### src/hw/rtl/anbs_pkg.sv
package anbs_pkg;

   // Depth of the queue between the classifier and the result sequencer.
   localparam int QueueDepth = 4;
   localparam int QueuePtrWidth = $clog2(QueueDepth);

   // Status codes of the access unit status result.
   typedef enum logic [1:0] {
      STAT_OK          = 2'd0,
      STAT_NO_START    = 2'd1,
      STAT_NO_NAL_UNIT = 2'd2
   } status_type;

   // Result kinds.
   typedef enum logic {
      KIND_PAYLOAD = 1'b0,
      KIND_STATUS  = 1'b1
   } kind_type;

   // Results caused by one input byte, in the order they leave the block:
   // an optional held byte, a run of zeros, an optional new byte and an
   // optional status result. All bytes of one descriptor belong to one NAL unit.
   typedef struct packed {
      logic       a_valid;
      logic [7:0] a_byte;
      logic [2:0] zero_cnt;
      logic       b_valid;
      logic [7:0] b_byte;
      logic       first_mark;
      logic       mark_last;
      logic       stat_valid;
      status_type stat;
   } desc_type;

   // Number of payload bytes that a descriptor carries.
   function automatic logic [2:0] desc_bytes(input desc_type d);
      desc_bytes = {2'b00, d.a_valid} + d.zero_cnt + {2'b00, d.b_valid};
   endfunction

   // Number of results that a descriptor carries.
   function automatic logic [2:0] desc_total(input desc_type d);
      desc_total = desc_bytes(d) + {2'b00, d.stat_valid};
   endfunction

endpackage

### src/hw/rtl/anbs_channels.sv
// Request channel: one byte of the Annex-B stream.
interface anbs_req_if;
   logic       valid;
   logic       ready;
   logic [7:0] stream_byte;
   logic       unit_end;

   modport source (output valid, output stream_byte, output unit_end, input ready);
   modport sink (input valid, input stream_byte, input unit_end, output ready);
endinterface

// Result channel: one payload byte or one access unit status.
interface anbs_rsp_if;
   logic       valid;
   logic       ready;
   logic       kind;
   logic [7:0] payload;
   logic       nal_first;
   logic       nal_last;
   logic [1:0] status;
   logic       run_last;

   modport source (output valid, output kind, output payload, output nal_first,
                   output nal_last, output status, output run_last, input ready);
   modport sink (input valid, input kind, input payload, input nal_first,
                 input nal_last, input status, input run_last, output ready);
endinterface

### src/hw/rtl/anbs_queue.sv
module anbs_queue (
   input  logic              clock,
   input  logic              reset,
   input  logic              push,
   input  anbs_pkg::desc_type push_desc,
   output logic              full,
   input  logic              pop,
   output logic              head_valid,
   output anbs_pkg::desc_type head_desc
);
   import anbs_pkg::*;

   desc_type                 entry_ff [QueueDepth];
   logic [QueuePtrWidth-1:0] wr_ptr_ff, wr_ptr_in;
   logic [QueuePtrWidth-1:0] rd_ptr_ff, rd_ptr_in;
   logic [QueuePtrWidth:0]   count_ff, count_in;

   assign full       = (count_ff == (QueuePtrWidth+1)'(QueueDepth));
   assign head_valid = (count_ff != '0);
   assign head_desc  = entry_ff[rd_ptr_ff];

   // Pointer and fill count update.
   always_comb begin
      wr_ptr_in = push ? wr_ptr_ff + 1'b1 : wr_ptr_ff;
      rd_ptr_in = pop ? rd_ptr_ff + 1'b1 : rd_ptr_ff;
      count_in  = count_ff + {{QueuePtrWidth{1'b0}}, push} - {{QueuePtrWidth{1'b0}}, pop};
   end

   always_ff @(posedge clock) begin
      if (reset) begin
         wr_ptr_ff <= '0;
         rd_ptr_ff <= '0;
         count_ff  <= '0;
      end else begin
         wr_ptr_ff <= wr_ptr_in;
         rd_ptr_ff <= rd_ptr_in;
         count_ff  <= count_in;
      end
   end

   // Storage needs no reset.
   always_ff @(posedge clock) begin
      if (push) begin
         entry_ff[wr_ptr_ff] <= push_desc;
      end
   end

endmodule

### src/hw/rtl/anbs_front.sv
module anbs_front (
   input  logic               clock,
   input  logic               reset,
   anbs_req_if.sink           req_ch,
   input  logic               queue_full,
   output logic               push,
   output anbs_pkg::desc_type push_desc
);
   import anbs_pkg::*;

   logic       held_valid_ff, held_valid_in;
   logic [7:0] held_byte_ff, held_byte_in;
   logic [1:0] zero_run_ff, zero_run_in;
   logic       start_seen_ff, start_seen_in;
   logic       unit_open_ff, unit_open_in;
   logic       any_unit_ff, any_unit_in;
   logic       accept;
   logic [7:0] b;
   logic       is_start;
   desc_type   d;
   logic [2:0] nbytes;

   assign req_ch.ready = !queue_full;
   assign accept       = req_ch.valid && req_ch.ready;
   assign b            = req_ch.stream_byte;
   assign is_start     = (b == 8'h01) && (zero_run_ff >= 2'd2);

   // Classify the byte and build the descriptor of the results it causes.
   always_comb begin
      d              = '0;
      d.first_mark   = !unit_open_ff;
      d.stat         = STAT_OK;
      held_valid_in  = held_valid_ff;
      held_byte_in   = held_byte_ff;
      zero_run_in    = zero_run_ff;
      start_seen_in  = start_seen_ff;
      unit_open_in   = unit_open_ff;
      any_unit_in    = any_unit_ff;
      nbytes         = '0;

      if (!start_seen_ff) begin
         // Searching for the first start code; leading bytes are dropped.
         if (b == 8'h00) begin
            if (zero_run_ff != 2'd3) zero_run_in = zero_run_ff + 2'd1;
         end else if (is_start) begin
            start_seen_in = 1'b1;
            zero_run_in   = '0;
            held_valid_in = 1'b0;
            unit_open_in  = 1'b0;
         end else begin
            zero_run_in = '0;
         end
         if (req_ch.unit_end) begin
            if (start_seen_in) begin
               d.mark_last = 1'b1;
               d.stat      = STAT_NO_NAL_UNIT;
            end else begin
               d.stat = STAT_NO_START;
            end
            d.stat_valid = 1'b1;
         end
      end else if (b == 8'h00) begin
         if (zero_run_ff != 2'd3) begin
            // Zero joins the held run.
            zero_run_in = zero_run_ff + 2'd1;
            if (req_ch.unit_end) begin
               d.a_valid  = held_valid_ff;
               d.a_byte   = held_byte_ff;
               d.zero_cnt = {1'b0, zero_run_in};
            end
         end else begin
            // Fourth zero: release the held byte, oldest zero becomes held.
            d.a_valid     = held_valid_ff;
            d.a_byte      = held_byte_ff;
            held_byte_in  = 8'h00;
            held_valid_in = 1'b1;
            if (req_ch.unit_end) d.zero_cnt = 3'd4;
         end
      end else if (is_start) begin
         // Start code closes the current unit; the next unit starts unopened.
         d.a_valid     = held_valid_ff;
         d.a_byte      = held_byte_ff;
         d.mark_last   = 1'b1;
         held_valid_in = 1'b0;
         held_byte_in  = 8'h00;
         zero_run_in   = '0;
         unit_open_in  = 1'b0;
      end else begin
         // Ordinary byte: release held byte and zeros, hold the new byte.
         d.a_valid     = held_valid_ff;
         d.a_byte      = held_byte_ff;
         d.zero_cnt    = {1'b0, zero_run_ff};
         zero_run_in   = '0;
         held_byte_in  = b;
         held_valid_in = 1'b1;
         if (req_ch.unit_end) begin
            d.b_valid = 1'b1;
            d.b_byte  = b;
         end
      end

      nbytes = desc_bytes(d);
      if (nbytes != '0) begin
         any_unit_in = 1'b1;
         if (!(start_seen_ff && is_start)) unit_open_in = 1'b1;
      end

      if (req_ch.unit_end) begin
         // Close the access unit and report its status.
         if (start_seen_ff) begin
            d.mark_last  = 1'b1;
            d.stat_valid = 1'b1;
            d.stat       = any_unit_in ? STAT_OK : STAT_NO_NAL_UNIT;
         end
         held_valid_in = 1'b0;
         held_byte_in  = 8'h00;
         zero_run_in   = '0;
         start_seen_in = 1'b0;
         unit_open_in  = 1'b0;
         any_unit_in   = 1'b0;
      end
   end

   assign push      = accept && (desc_total(d) != '0);
   assign push_desc = d;

   always_ff @(posedge clock) begin
      if (reset) begin
         held_valid_ff <= 1'b0;
         held_byte_ff  <= '0;
         zero_run_ff   <= '0;
         start_seen_ff <= 1'b0;
         unit_open_ff  <= 1'b0;
         any_unit_ff   <= 1'b0;
      end else if (accept) begin
         held_valid_ff <= held_valid_in;
         held_byte_ff  <= held_byte_in;
         zero_run_ff   <= zero_run_in;
         start_seen_ff <= start_seen_in;
         unit_open_ff  <= unit_open_in;
         any_unit_ff   <= any_unit_in;
      end
   end

endmodule

### src/hw/rtl/anbs_back.sv
module anbs_back (
   input  logic              clock,
   input  logic              reset,
   input  logic              head_valid,
   input  anbs_pkg::desc_type head_desc,
   output logic              pop,
   anbs_rsp_if.source        rsp_ch
);
   import anbs_pkg::*;

   logic [2:0] idx_ff, idx_in;
   logic       out_valid_ff, out_valid_in;
   logic       out_kind_ff, out_kind_in;
   logic [7:0] out_payload_ff, out_payload_in;
   logic       out_first_ff, out_first_in;
   logic       out_last_ff, out_last_in;
   logic [1:0] out_status_ff, out_status_in;
   logic       out_run_last_ff, out_run_last_in;
   logic       slot_free;
   logic       emit;
   logic [2:0] na, nz, nb, total;
   logic       is_byte;

   assign slot_free = !out_valid_ff || rsp_ch.ready;
   assign emit      = slot_free && head_valid;

   // Select the result at the current position of the head descriptor.
   always_comb begin
      na      = {2'b00, head_desc.a_valid};
      nz      = na + head_desc.zero_cnt;
      nb      = nz + {2'b00, head_desc.b_valid};
      total   = nb + {2'b00, head_desc.stat_valid};
      is_byte = (idx_ff < nb);

      out_kind_in    = is_byte ? KIND_PAYLOAD : KIND_STATUS;
      out_status_in  = is_byte ? STAT_OK : head_desc.stat;
      out_first_in   = head_desc.first_mark && is_byte && (idx_ff == '0);
      out_last_in    = head_desc.mark_last && is_byte && (idx_ff == nb - 3'd1);
      out_run_last_in = (idx_ff == total - 3'd1);
      priority if (idx_ff < na) begin
         out_payload_in = head_desc.a_byte;
      end else if (idx_ff < nz) begin
         out_payload_in = 8'h00;
      end else if (idx_ff < nb) begin
         out_payload_in = head_desc.b_byte;
      end else begin
         out_payload_in = 8'h00;
      end

      pop    = emit && out_run_last_in;
      idx_in = idx_ff;
      if (emit) idx_in = out_run_last_in ? 3'd0 : idx_ff + 3'd1;

      out_valid_in = out_valid_ff;
      if (slot_free) out_valid_in = head_valid;
   end

   always_ff @(posedge clock) begin
      if (reset) begin
         idx_ff       <= '0;
         out_valid_ff <= 1'b0;
      end else begin
         idx_ff       <= idx_in;
         out_valid_ff <= out_valid_in;
      end
   end

   // Output register payload.
   always_ff @(posedge clock) begin
      if (emit) begin
         out_kind_ff     <= out_kind_in;
         out_payload_ff  <= out_payload_in;
         out_first_ff    <= out_first_in;
         out_last_ff     <= out_last_in;
         out_status_ff   <= out_status_in;
         out_run_last_ff <= out_run_last_in;
      end
   end

   assign rsp_ch.valid     = out_valid_ff;
   assign rsp_ch.kind      = out_kind_ff;
   assign rsp_ch.payload   = out_payload_ff;
   assign rsp_ch.nal_first = out_first_ff;
   assign rsp_ch.nal_last  = out_last_ff;
   assign rsp_ch.status    = out_status_ff;
   assign rsp_ch.run_last  = out_run_last_ff;

endmodule

### src/hw/rtl/annexb_nal_splitter_top.sv
// Annex-B start code parser: takes one byte of an access unit per cycle (unit_end on
// its last byte), strips 00 00 01 and 00 00 00 01 start codes and returns the NAL unit
// bytes with first and last marks, then one status result per access unit. The front
// classifier accepts a byte in every cycle while its four-entry descriptor queue has
// room; each byte causes zero to six results, which the back sequencer sends one per
// cycle from an output register while the receiver is ready, so the sustained rate is
// one byte per cycle as long as the average number of results per byte stays at or
// below one. The last payload byte of a unit appears only once the next start code or
// the end of the access unit is seen, since one byte and up to three zeros are held
// back. A byte's results pass through the descriptor queue and then the output register.
module annexb_nal_splitter_top (
   input  logic      clock,
   input  logic      reset,
   anbs_req_if.sink  req_ch,
   anbs_rsp_if.source rsp_ch
);
   import anbs_pkg::*;

   logic     push;
   desc_type push_desc;
   logic     queue_full;
   logic     pop;
   logic     head_valid;
   desc_type head_desc;

   anbs_front u_front (
      .clock      (clock),
      .reset      (reset),
      .req_ch     (req_ch),
      .queue_full (queue_full),
      .push       (push),
      .push_desc  (push_desc)
   );

   anbs_queue u_queue (
      .clock      (clock),
      .reset      (reset),
      .push       (push),
      .push_desc  (push_desc),
      .full       (queue_full),
      .pop        (pop),
      .head_valid (head_valid),
      .head_desc  (head_desc)
   );

   anbs_back u_back (
      .clock      (clock),
      .reset      (reset),
      .head_valid (head_valid),
      .head_desc  (head_desc),
      .pop        (pop),
      .rsp_ch     (rsp_ch)
   );

endmodule

### src/flat_wrapper.sv
// flat-port wrapper written by rule: the top's interface ports become plain ports
module annexb_nal_splitter_top_flat import anbs_pkg::*;
  (clock, reset, req_ch_valid, req_ch_stream_byte, req_ch_unit_end, req_ch_ready, rsp_ch_valid, rsp_ch_kind, rsp_ch_payload, rsp_ch_nal_first, rsp_ch_nal_last, rsp_ch_status, rsp_ch_run_last, rsp_ch_ready);
  anbs_req_if req_ch_i ();
  anbs_rsp_if rsp_ch_i ();
  input  logic clock;
  input  logic reset;
  input wire logic [$bits(req_ch_i.valid)-1:0] req_ch_valid;
  input wire logic [$bits(req_ch_i.stream_byte)-1:0] req_ch_stream_byte;
  input wire logic [$bits(req_ch_i.unit_end)-1:0] req_ch_unit_end;
  output wire logic [$bits(req_ch_i.ready)-1:0] req_ch_ready;
  output wire logic [$bits(rsp_ch_i.valid)-1:0] rsp_ch_valid;
  output wire logic [$bits(rsp_ch_i.kind)-1:0] rsp_ch_kind;
  output wire logic [$bits(rsp_ch_i.payload)-1:0] rsp_ch_payload;
  output wire logic [$bits(rsp_ch_i.nal_first)-1:0] rsp_ch_nal_first;
  output wire logic [$bits(rsp_ch_i.nal_last)-1:0] rsp_ch_nal_last;
  output wire logic [$bits(rsp_ch_i.status)-1:0] rsp_ch_status;
  output wire logic [$bits(rsp_ch_i.run_last)-1:0] rsp_ch_run_last;
  input wire logic [$bits(rsp_ch_i.ready)-1:0] rsp_ch_ready;
  assign req_ch_i.valid = req_ch_valid;
  assign req_ch_i.stream_byte = req_ch_stream_byte;
  assign req_ch_i.unit_end = req_ch_unit_end;
  assign req_ch_ready = req_ch_i.ready;
  assign rsp_ch_valid = rsp_ch_i.valid;
  assign rsp_ch_kind = rsp_ch_i.kind;
  assign rsp_ch_payload = rsp_ch_i.payload;
  assign rsp_ch_nal_first = rsp_ch_i.nal_first;
  assign rsp_ch_nal_last = rsp_ch_i.nal_last;
  assign rsp_ch_status = rsp_ch_i.status;
  assign rsp_ch_run_last = rsp_ch_i.run_last;
  assign rsp_ch_i.ready = rsp_ch_ready;
  annexb_nal_splitter_top u_core (.clock(clock), .reset(reset), .req_ch(req_ch_i), .rsp_ch(rsp_ch_i));
endmodule
### config.mk
export PLATFORM = sky130hd
export DESIGN_NAME = annexb_nal_splitter_top_flat
export DESIGN_NICKNAME = d
export VERILOG_FILES = /design/src/hw/rtl/anbs_pkg.sv /design/src/hw/rtl/anbs_channels.sv /design/src/hw/rtl/anbs_queue.sv /design/src/hw/rtl/anbs_front.sv /design/src/hw/rtl/anbs_back.sv /design/src/hw/rtl/annexb_nal_splitter_top.sv /design/src/flat_wrapper.sv
export SDC_FILE = /design/constraint.sdc
export NUM_CORES = 1
export LEC_CHECK = 0
export BUFFER_PORTS_ARGS = -buffer_cell sky130_fd_sc_hd__clkbuf_2
export CAP_MARGIN = 15
export CORE_ASPECT_RATIO = 0.75
export CORE_MARGIN = 1
export CORE_UTILIZATION = 55
export CTS_CLUSTER_SIZE = 8
export DETAILED_ROUTE_END_ITERATION = 7
export GPL_ROUTABILITY_DRIVEN = 0
export PLACE_DENSITY_LB_ADDON = 0.08
export SLEW_MARGIN = 20
export SYNTH_ARGS = -nofsm -noshare
export SYNTH_HDL_FRONTEND = slang
export SYNTH_SLANG_ARGS = --single-unit
### constraint.sdc
create_clock -name clock -period 5.6 [get_ports clock]
set_input_delay 0.28 -clock clock [delete_from_list [all_inputs] [get_ports clock]]
set_output_delay 0.28 -clock clock [all_outputs]
set_load 0.01 [all_outputs]
Yosys cells after proc, flatten, opt, wreduce, memory -nomap -nowiden --
Memory sizes are Yosys's and may differ from the RTL's. A register that Yosys moved wholly into a read port is not among the register bits. Cells that the tools add are included.
Word-level totals: word-level logic and storage cells 120, input bits 13, output and inout bits 16, bits in writable memories 104, memories 1, flip-flop bits (word level) 39
Memories:
- u_core.u_queue.entry_ff | depth 4, width 26, rd ports 1, clocked after memory_dff 1, write ports 1, RTL line anbs_queue.sv:13 | desc_type entry_ff [QueueDepth];
Cells by class: reductions and logical operators 24, add/sub/neg operators 14, equality and inequality tests 8, order comparisons 4, mux-type cells 52
Operators with widths (count):
- $mux 8 | 8
- $mux 12 | 3
- $mux 1 | 24
- $mux 21 | 1
- $mux 9 | 2
- $add 3x1->3 | 5
- $mux 2 | 7
- $mux 4 | 3
- $reduce_bool 3->1 | 4
- $mux 11 | 1
- $logic_and 1x1->1 | 10
- $mux 3 | 3
- $eq 8x1->1 const B | 1
- $logic_not 8->1 | 1
- $add 1x3->3 | 2
- $add 2x1->2 const B | 3
- $eq 3x3->1 | 2
- $lt 3x3->1 | 2
- $ne 3x3->1 const B | 2
- $sub 3x1->3 const B | 2
- $reduce_and 4->1 | 1
- $add 3x1->3 const B | 1
- $eq 3x3->1 const B | 1
- $logic_not 1->1 | 3
- 10 further kinds | 10

Depth between registers and ports, before layout --
Gate-level depths: netlist of the first run.
depth after elaboration 17, gate-level depth with buffers 20, mapped depth without buffers 20

Cells and area by module --
A second synthesis of the first run with hierarchy kept.
Unflattened totals: cell total of the unflattened synthesis 414, area total of the unflattened synthesis 6421.2 µm²
By module, submodules not included:
- anbs_queue | cells an instance 178, area each 4237.8 µm², seq. area each 3303.2 µm², instances 1
- anbs_back | cells an instance 102, area each 1132.3 µm², seq. area each 500.5 µm², instances 1
- anbs_front | cells an instance 134, area each 1051.0 µm², seq. area each 280.3 µm², instances 1

Worst setup path after synthesis of the first run --
OpenSTA, ideal clock, no wires.
kind register -> register, from reg with a tool-made name, to reg u_core.u_queue.count_ff[2], required time 5.472 ns, library setup time 0.128 ns, setup slack 1.337 ns, clock period less this slack 4.263 ns, stages on the path, launching flop included 20, buffers on the path 2, arrival time 4.135 ns, cell sequence dfxtp_1 -> buf_6 -> buf_2 -> mux4_2 -> ha_1 -> ha_1 -> inv_1 -> ha_1 -> ha_1 -> xnor2_1 -> xnor3_2 -> nand2_2 -> nor2_1 -> ha_1 -> inv_1 -> ha_1 -> fa_1 -> xnor2_1 -> xnor2_1 -> nor2_1
RTL lines:
- to (signal assigned) | RTL line anbs_queue.sv:37 | count_ff <= count_in;
- to (decl) | RTL line anbs_queue.sv:16 | logic [QueuePtrWidth:0] count_ff, count_in;

==> run metrics, run 1 <==
router iterations before antenna repair 6; Tmin final between 4 and 5 ns; Reg clk slew, reported paths 0.06 ns; Die W 125 um; busiest grt layer met2; DRT Wirelength about 12 mm; Top delay family on crit path adder cells; most used flip-flop cell after synthesis edfxtp_1; die area approximately 12000 sq um; worst path bufs/invs 2; Setup Crit Path Kind register to register; WHS around 0.12 ns; share of cells above drive strength 1 0.210; largest net degree at the start of global routing 32; Area Overhead vs Synth 15.1%; Fill cells about 770; cell mode on critical path ha_1; vias in the first global route approximately 3.5k; final hold vios 0; total negative slack 0 ns; Via density about 5.7; max-cap viol count 0; Placed Cells approximately 570; met1 Usage GRT 0.321; Sink Count roughly 150; DRC viols 4; Synth top cells by count edfxtp_1, inv_1, dfxtp_1, ha_1, mux4_2; Root Driver clkbuf_16; Vias 3434; Mapped Nets roughly 450; Synth area leaders edfxtp_1, dfxtp_1, mux4_2; Req. time, crit path 5.88 ns; final setup vio count 0; GRT met2 Usage 0.331; total track usage 0.223; Initial DRC Count between 200 and 300; Tcrit/Tclk final 0.821; Clock H-tree levels 4; Least-Margin Pin Slew 0.727 ns; part of the Yosys area used for sequential elements 0.650; synth unique cells between 40 and 50; most frequent cell after synthesis edfxtp_1; core area approximately 11000 sq um; clk buf depth 2; Post-CTS Setup Inserts 0; CP max stage delay approximately 0.70 ns; Final ANT Viol Nets 0; RSZ-0062 raised after global routing false; Post-synth EDFFs approximately 120; post-cts resize count 0; Slowest-stage cell, CP mux4_2; worst-path fanout max 10; mean post-synth cell area 15.2 sq um; Hold Buf Count CTS 0; CP Cell Sequence mux4_2, ha_1, ha_1, inv_1, ha_1, ha_1, xnor2_1, xnor3_2, nand2_2, nor2_1, ha_1, inv_1, ha_1, fa_1, xnor2_1, xnor2_1, nor2_1; initial antenna violation count 0; Seq cells post-synth ~150; Initial Util 0.570; run status finished, violations left; CTS buffer count 17; P_leak between 2 and 3 nW; CTS tree done; first-pass GRT wire length between 15 and 20 mm; Max Fclk between 0.2 and 0.25 GHz; Worst Path Arrival 4.88 ns; Synth Instances 414; worst hold path class input port to register; Die Span Y ~95 um; met3 GRT Util 0.0663; antenna cells 0; yosys warns 0; # IOs 29; total grt overflow 0; mapped cell area between 6000 and 7000 sq um; Worst VDD drop 261 uV; Finished Layout Cells roughly 600; drt wl/cell 19.7 um; number of buffers added on ports 28; Worst slew margin 0.514; Yosys top cell area share 0.564; violated checks design-rule violations; Final nets 490; PD cells between 400 and 500 nW/um^2; worst clock skew about 0.014 ns; Post-synth ARST share 0; Worst setup SP type register; post-synth top area cell edfxtp_1; pins over their slew limit 0; worst-skew pair later-pin latency 0.42 ns; row cnt 33; hpwl dp 7.70 mm; CP Capture Type register
## sequential cells by signal, summed over array words and instances (netlist names), 2 cells and up, named ones only
register,count
u_core.u_back.rsp_ch.status,2
u_core.u_queue.count_ff,3
u_core.u_queue.wr_ptr_ff,2
u_core.u_queue.rd_ptr_ff,2
u_core.u_front.zero_run_ff,2
u_core.u_front.held_byte_ff,8
u_core.u_back.rsp_ch.payload,8
u_core.u_back.idx_ff,3
u_core.u_queue.entry_ff,104
## through the flow
stage                util  worst slack [ns]  power [mW]  area [sq um]
detailed placement  0.596             0.683        2.14          6580
CTS                 0.656             0.959        3.38          7230
global route        0.656             0.650        3.51          7230
finish              0.656              1.00        3.35          7230
floorplan               -              1.34        1.93          6280
global placement    0.596             0.853        2.13          6580
## layer usage
layer / vias up / routed length (um)
li1: 1630 / -
met1: 1680 / 5690
met2: 115 / 5180
met3: 9 / 917
met4: 0 / 100
met5: - / 0
## path summary, 6_finish.rpt
path | from | endpoint | slack, ns | cells after the start
worst max-delay path | register | u_core.u_queue.count_ff[2] | 1.00 | 17
worst min-delay path | req_ch_stream_byte[5] | u_core.u_front.held_byte_ff[5] | 0.12 | 2
worst max register to register | register | u_core.u_queue.count_ff[2] | 1.00 | 17
worst min register to register | u_core.u_front.held_byte_ff[7] | u_core.u_front.held_byte_ff[7] | 0.46 | 2
## cell families (layout without fill, tap and decap cells)
group / after synthesis / after routing / share of synthesized area
DFF: 145 / 145 / 0.650
and+or+nand+nor: 102 / 102 / 0.0873
buffers and inverters: 47 / 96 / 0.0297
AOI/OAI and AO/OA: 46 / 46 / 0.0494
muxes: 29 / 29 / 0.0994
adders and majority gates: 28 / 28 / 0.0578
xor gates and xnor gates: 17 / 17 / 0.0261
## final cells by class
cell class | count | area (sq um) | area share
timing repair buffer | 36 | 200 | 0.0277
clock buffer | 20 | 447 | 0.0618
tap | 140 | 175 | 0.0242
sequential | 145 | 4090 | 0.565
clock inverter | 12 | 205 | 0.0284
multi-input combinational | 222 | 2010 | 0.278
inverter | 28 | 105 | 0.0145
## cell usage in the layout (no fill, tap or decap), types with 8 or more instances in the layout
master	instances
mux4_2	24
inv_1	28
clkbuf_16	17
nand2_1	17
buf_4	8
a21oi_1	12
ha_1	25
o21ai_0	10
clkbuf_2	28
nor2_1	17
and2_1	16
xnor2_1	11
nand3_1	13
and3_1	8
edfxtp_1	118
dfxtp_1	26
## power breakdown
group	internal [mW]	switching, mW	leakage [nW]
Combinational	0.336	0.415	1.06
Clock	0.805	0.435	0.300
Sequential	1.30	0.0555	1.35
Total	2.44	0.906	2.71
(Power assumes the default switching activity.)
==> run 2, diff against run 1 <==
--- a/config.mk
+++ b/config.mk
@@ -5,6 +5,7 @@
 export SDC_FILE = /design/constraint.sdc
 export NUM_CORES = 1
 export LEC_CHECK = 0
+export ABC_AREA = 1
 export BUFFER_PORTS_ARGS = -buffer_cell sky130_fd_sc_hd__clkbuf_2
 export CAP_MARGIN = 15
 export CORE_ASPECT_RATIO = 0.75
==> constraint.sdc (replaced) <==
create_clock -name clock -period 4.55 [get_ports clock]
set_input_delay 0.2275 -clock clock [delete_from_list [all_inputs] [get_ports clock]]
set_output_delay 0.2275 -clock clock [all_outputs]
set_load 0.01 [all_outputs]
==> run 2 against run 1 <==
  * Highest routed layer unchanged
  * The flow now finishes without violations
  * First-iteration DRC count increased by 42%
  * Hold slack improved by 0.028 ns
  * Non-clock buffer count increased by 4
  * Largest power group unchanged
  * Cell area increased by 2.6%
  * Flip-flop and latch count unchanged
  * Synthesized area increased by 2.8%
  * Clock skew decreased by 0.0052 ns
  * Setup slack got worse by 0.56 ns
  * Register-to-register slack got worse by 0.56 ns
  * Largest cell class unchanged
  * Fmax increased by 12%
==> run metrics, run 2 <==
Worst VDD drop 303 uV (was 261 uV); Root Driver clkbuf_16 (unchanged); row cnt 33 (unchanged); Fill cells 814 (was 767); Synth area leaders edfxtp_1, dfxtp_1, nor2_1 (was edfxtp_1, dfxtp_1, mux4_2); DRT Wirelength 14.1 mm (was 11.9 mm); run status complete, no violations (was finished, violations left); Via density 5.68 (was 5.69); Post-synth ARST share 0 (unchanged); CP max stage delay 0.51 ns (was 0.70 ns); Initial Util 0.577 (was 0.570); worst-skew pair later-pin latency 0.41 ns (was 0.42 ns); worst-path fanout max 5 (was 10); Util after Layout 0.663 (was 0.656); sequential cell area 4080 sq um (was 4090 sq um); Final nets 664 (was 490); part of the Yosys area used for sequential elements 0.632 (was 0.650); worst hold path class input port to register (unchanged); Req. time, crit path 4.84 ns (was 5.88 ns); synth unique cells 39 (was 47); multi-input logic area 2030 sq um (was 2010 sq um); post-cts resize count 0 (unchanged); CP Capture Type register (unchanged); Worst Path Arrival 4.39 ns (was 4.88 ns); Synth top cells by count edfxtp_1, nor2_1, o21ai_0, inv_1, nand2_1 (was edfxtp_1, inv_1, dfxtp_1, ha_1, mux4_2); PD cells 612 nW/um^2 (was 463 nW/um^2); yosys warns 0 (unchanged); max-cap viol count 0 (unchanged); Die Span Y 95.8 um (was 94.5 um); Final ANT Viol Nets 0 (unchanged); mean post-synth cell area 10.9 sq um (was 15.2 sq um); post-synth top area cell edfxtp_1 (unchanged); Seq cells post-synth 145 (unchanged); mapped cell area 6460 sq um (was 6280 sq um); CTS tree done (unchanged); DRC viols 0 (was 4); total grt overflow 0 (unchanged); first-pass GRT wire length 22.6 mm (was 19.1 mm); Yosys top cell area share 0.549 (was 0.564); hpwl dp 9.18 mm (was 7.70 mm); most frequent cells in the layout edfxtp_1, nor2_1, o21ai_0 (was edfxtp_1, inv_1, clkbuf_2); clk buf depth 2 (unchanged); router iterations before antenna repair 5 (was 6); Vias 4502 (was 3434); number of buffers added on ports 28 (unchanged); drt wl/cell 17.8 um (was 19.7 um); Post-CTS Setup Inserts 0 (unchanged); largest net degree at the start of global routing 35 (was 32); CTS buffer count 17 (unchanged); RSZ-0062 raised after global routing false (unchanged); Reg clk slew, reported paths 0.06 ns (about the same); # IOs 29 (unchanged); total track usage 0.256 (was 0.223); Synth Instances 590 (was 414); Tcrit/Tclk final 0.903 (was 0.821); Max Fclk 0.243 GHz (was 0.217 GHz); P_leak 2.91 nW (was 2.71 nW); Die W 127 um (was 125 um); Initial DRC Count 388 (was 274); Least-Margin Pin Slew 0.861 ns (was 0.727 ns); worst clock skew 0.00870 ns (was 0.0139 ns); final hold vios 0 (unchanged); most used flip-flop cell after synthesis edfxtp_1 (unchanged); total negative slack 0 ns (unchanged); Hold Buf Count CTS 0 (unchanged); cell mode on critical path ha_1 (unchanged); final setup vio count 0 (unchanged); Sink Count 145 (unchanged); initial antenna violation count 0 (unchanged); Worst setup SP type register (unchanged); largest reg by FF count u_core.u_queue.entry_ff (unchanged); Area Overhead vs Synth 14.8% (was 15.1%); antenna cells 0 (unchanged); Tmin final 4.11 ns (was 4.60 ns); commonest non-fill, non-tap cell in the layout edfxtp_1 (unchanged); Worst slew margin 0.421 (was 0.514); CP Cell Sequence inv_1, ha_1, o211ai_1, nand2_1, nor2_1, fa_1, ha_1, ha_1, inv_1, nand3_1, nand3_2, nand2_2, ha_1, inv_1, ha_1, fa_1, xnor2_1, nor2_1 (was mux4_2, ha_1, ha_1, inv_1, ha_1, ha_1, xnor2_1, xnor3_2, nand2_2, nor2_1, ha_1, inv_1, ha_1, fa_1, xnor2_1, xnor2_1, nor2_1); die area 12200 sq um (was 11900 sq um); share of cells above drive strength 1 0.143 (was 0.210); Post-synth EDFFs 118 (unchanged); pins over their slew limit 0 (unchanged); most frequent cell after synthesis edfxtp_1 (unchanged); core area 11200 sq um (was 11000 sq um); Largest register FFs 104 (unchanged); Mapped Nets 630 (was 454); Setup Crit Path Kind register to register (unchanged); vias in the first global route 4202 (was 3517); Clock H-tree levels 4 (unchanged); Slowest-stage cell, CP fa_1 (was mux4_2)
[run 2: cell count changes after synthesis, moves of 10 or more]
cell     before  now
and2_1       16    0
o22ai_1       0   20
nand2_1      17   49
o21ai_0      10   60
nor2_1       17   96
mux4_2       24    0
inv_1        28   59
a21oi_1      12   22
nand3_1      13   27
[run 2: layer usage]
layer	vias up	track usage	wire (um)
met2	163	0.389	6340
li1	2134	-	-
met1	2188	0.367	6680
met3	17	0.0528	867
met5	-	0	0
met4	0	0.0942	195
[run 2: through the flow]
step | hold WS, ns | area, sq um | power [mW] | setup slack, ns | cells
after floorplan | 0.306 | 6460 | 2.64 | 0.232 | 590
after global placement | 0.456 | 6770 | 2.99 | 0.583 | 762
after detailed placement | 0.459 | 6770 | 3.03 | 0.495 | 762
after CTS | 0.124 | 7420 | 4.56 | 0.473 | 793
after global routing | 0.157 | 7420 | 4.81 | 0.112 | 793
final | 0.146 | 7420 | 4.54 | 0.441 | 793
[run 2: final cells by class]
type	instances	share of cell area
Clock buffer	17	0.0574
Inverter	61	0.0309
Clock inverter	14	0.0295
Sequential cell	145	0.551
Timing Repair Buffer	40	0.0310
Multi-Input combinational cell	359	0.274
Tap cell	157	0.0265
[run 2: power by group]
group	internal [mW]	switching [mW]	total, mW
Sequential	1.61	0.0571	1.67
Combinational	0.458	0.877	1.34
Clock	1.01	0.516	1.53
Total	3.09	1.45	4.54
[run 2: final timing paths]
kind	start	to	slack, ns	depth (start not counted)
min reg2reg	u_core.u_front.held_byte_ff[3]	u_core.u_front.held_byte_ff[3]	0.47	2
max	u_core.u_front.zero_run_ff[0]	u_core.u_queue.count_ff[2]	0.44	18
max reg2reg	u_core.u_front.zero_run_ff[0]	u_core.u_queue.count_ff[2]	0.44	18
min	req_ch_stream_byte[7]	u_core.u_front.held_byte_ff[7]	0.15	3
[run 2: worst max-delay path, delay by kind of cell (launching register included)]
family,cells,cell delay [ns]
adders and majority gates,7,1.96
DFF,1,0.37
buffers and inverters,3,0.19
xor gates and xnor gates,1,0.17
and+or+nand+nor,6,0.97
AOI/OAI and AO/OA,1,0.33
[run 2: logic make-up after synthesis]
kind of cell               count (synthesis)  synth area share
and+or+nand+nor                          198             0.135
xor gates and xnor gates                   8            0.0108
AOI/OAI and AO/OA                        126             0.113
DFF                                      145             0.632
adders and majority gates                 27            0.0546
buffers and inverters                     86            0.0544
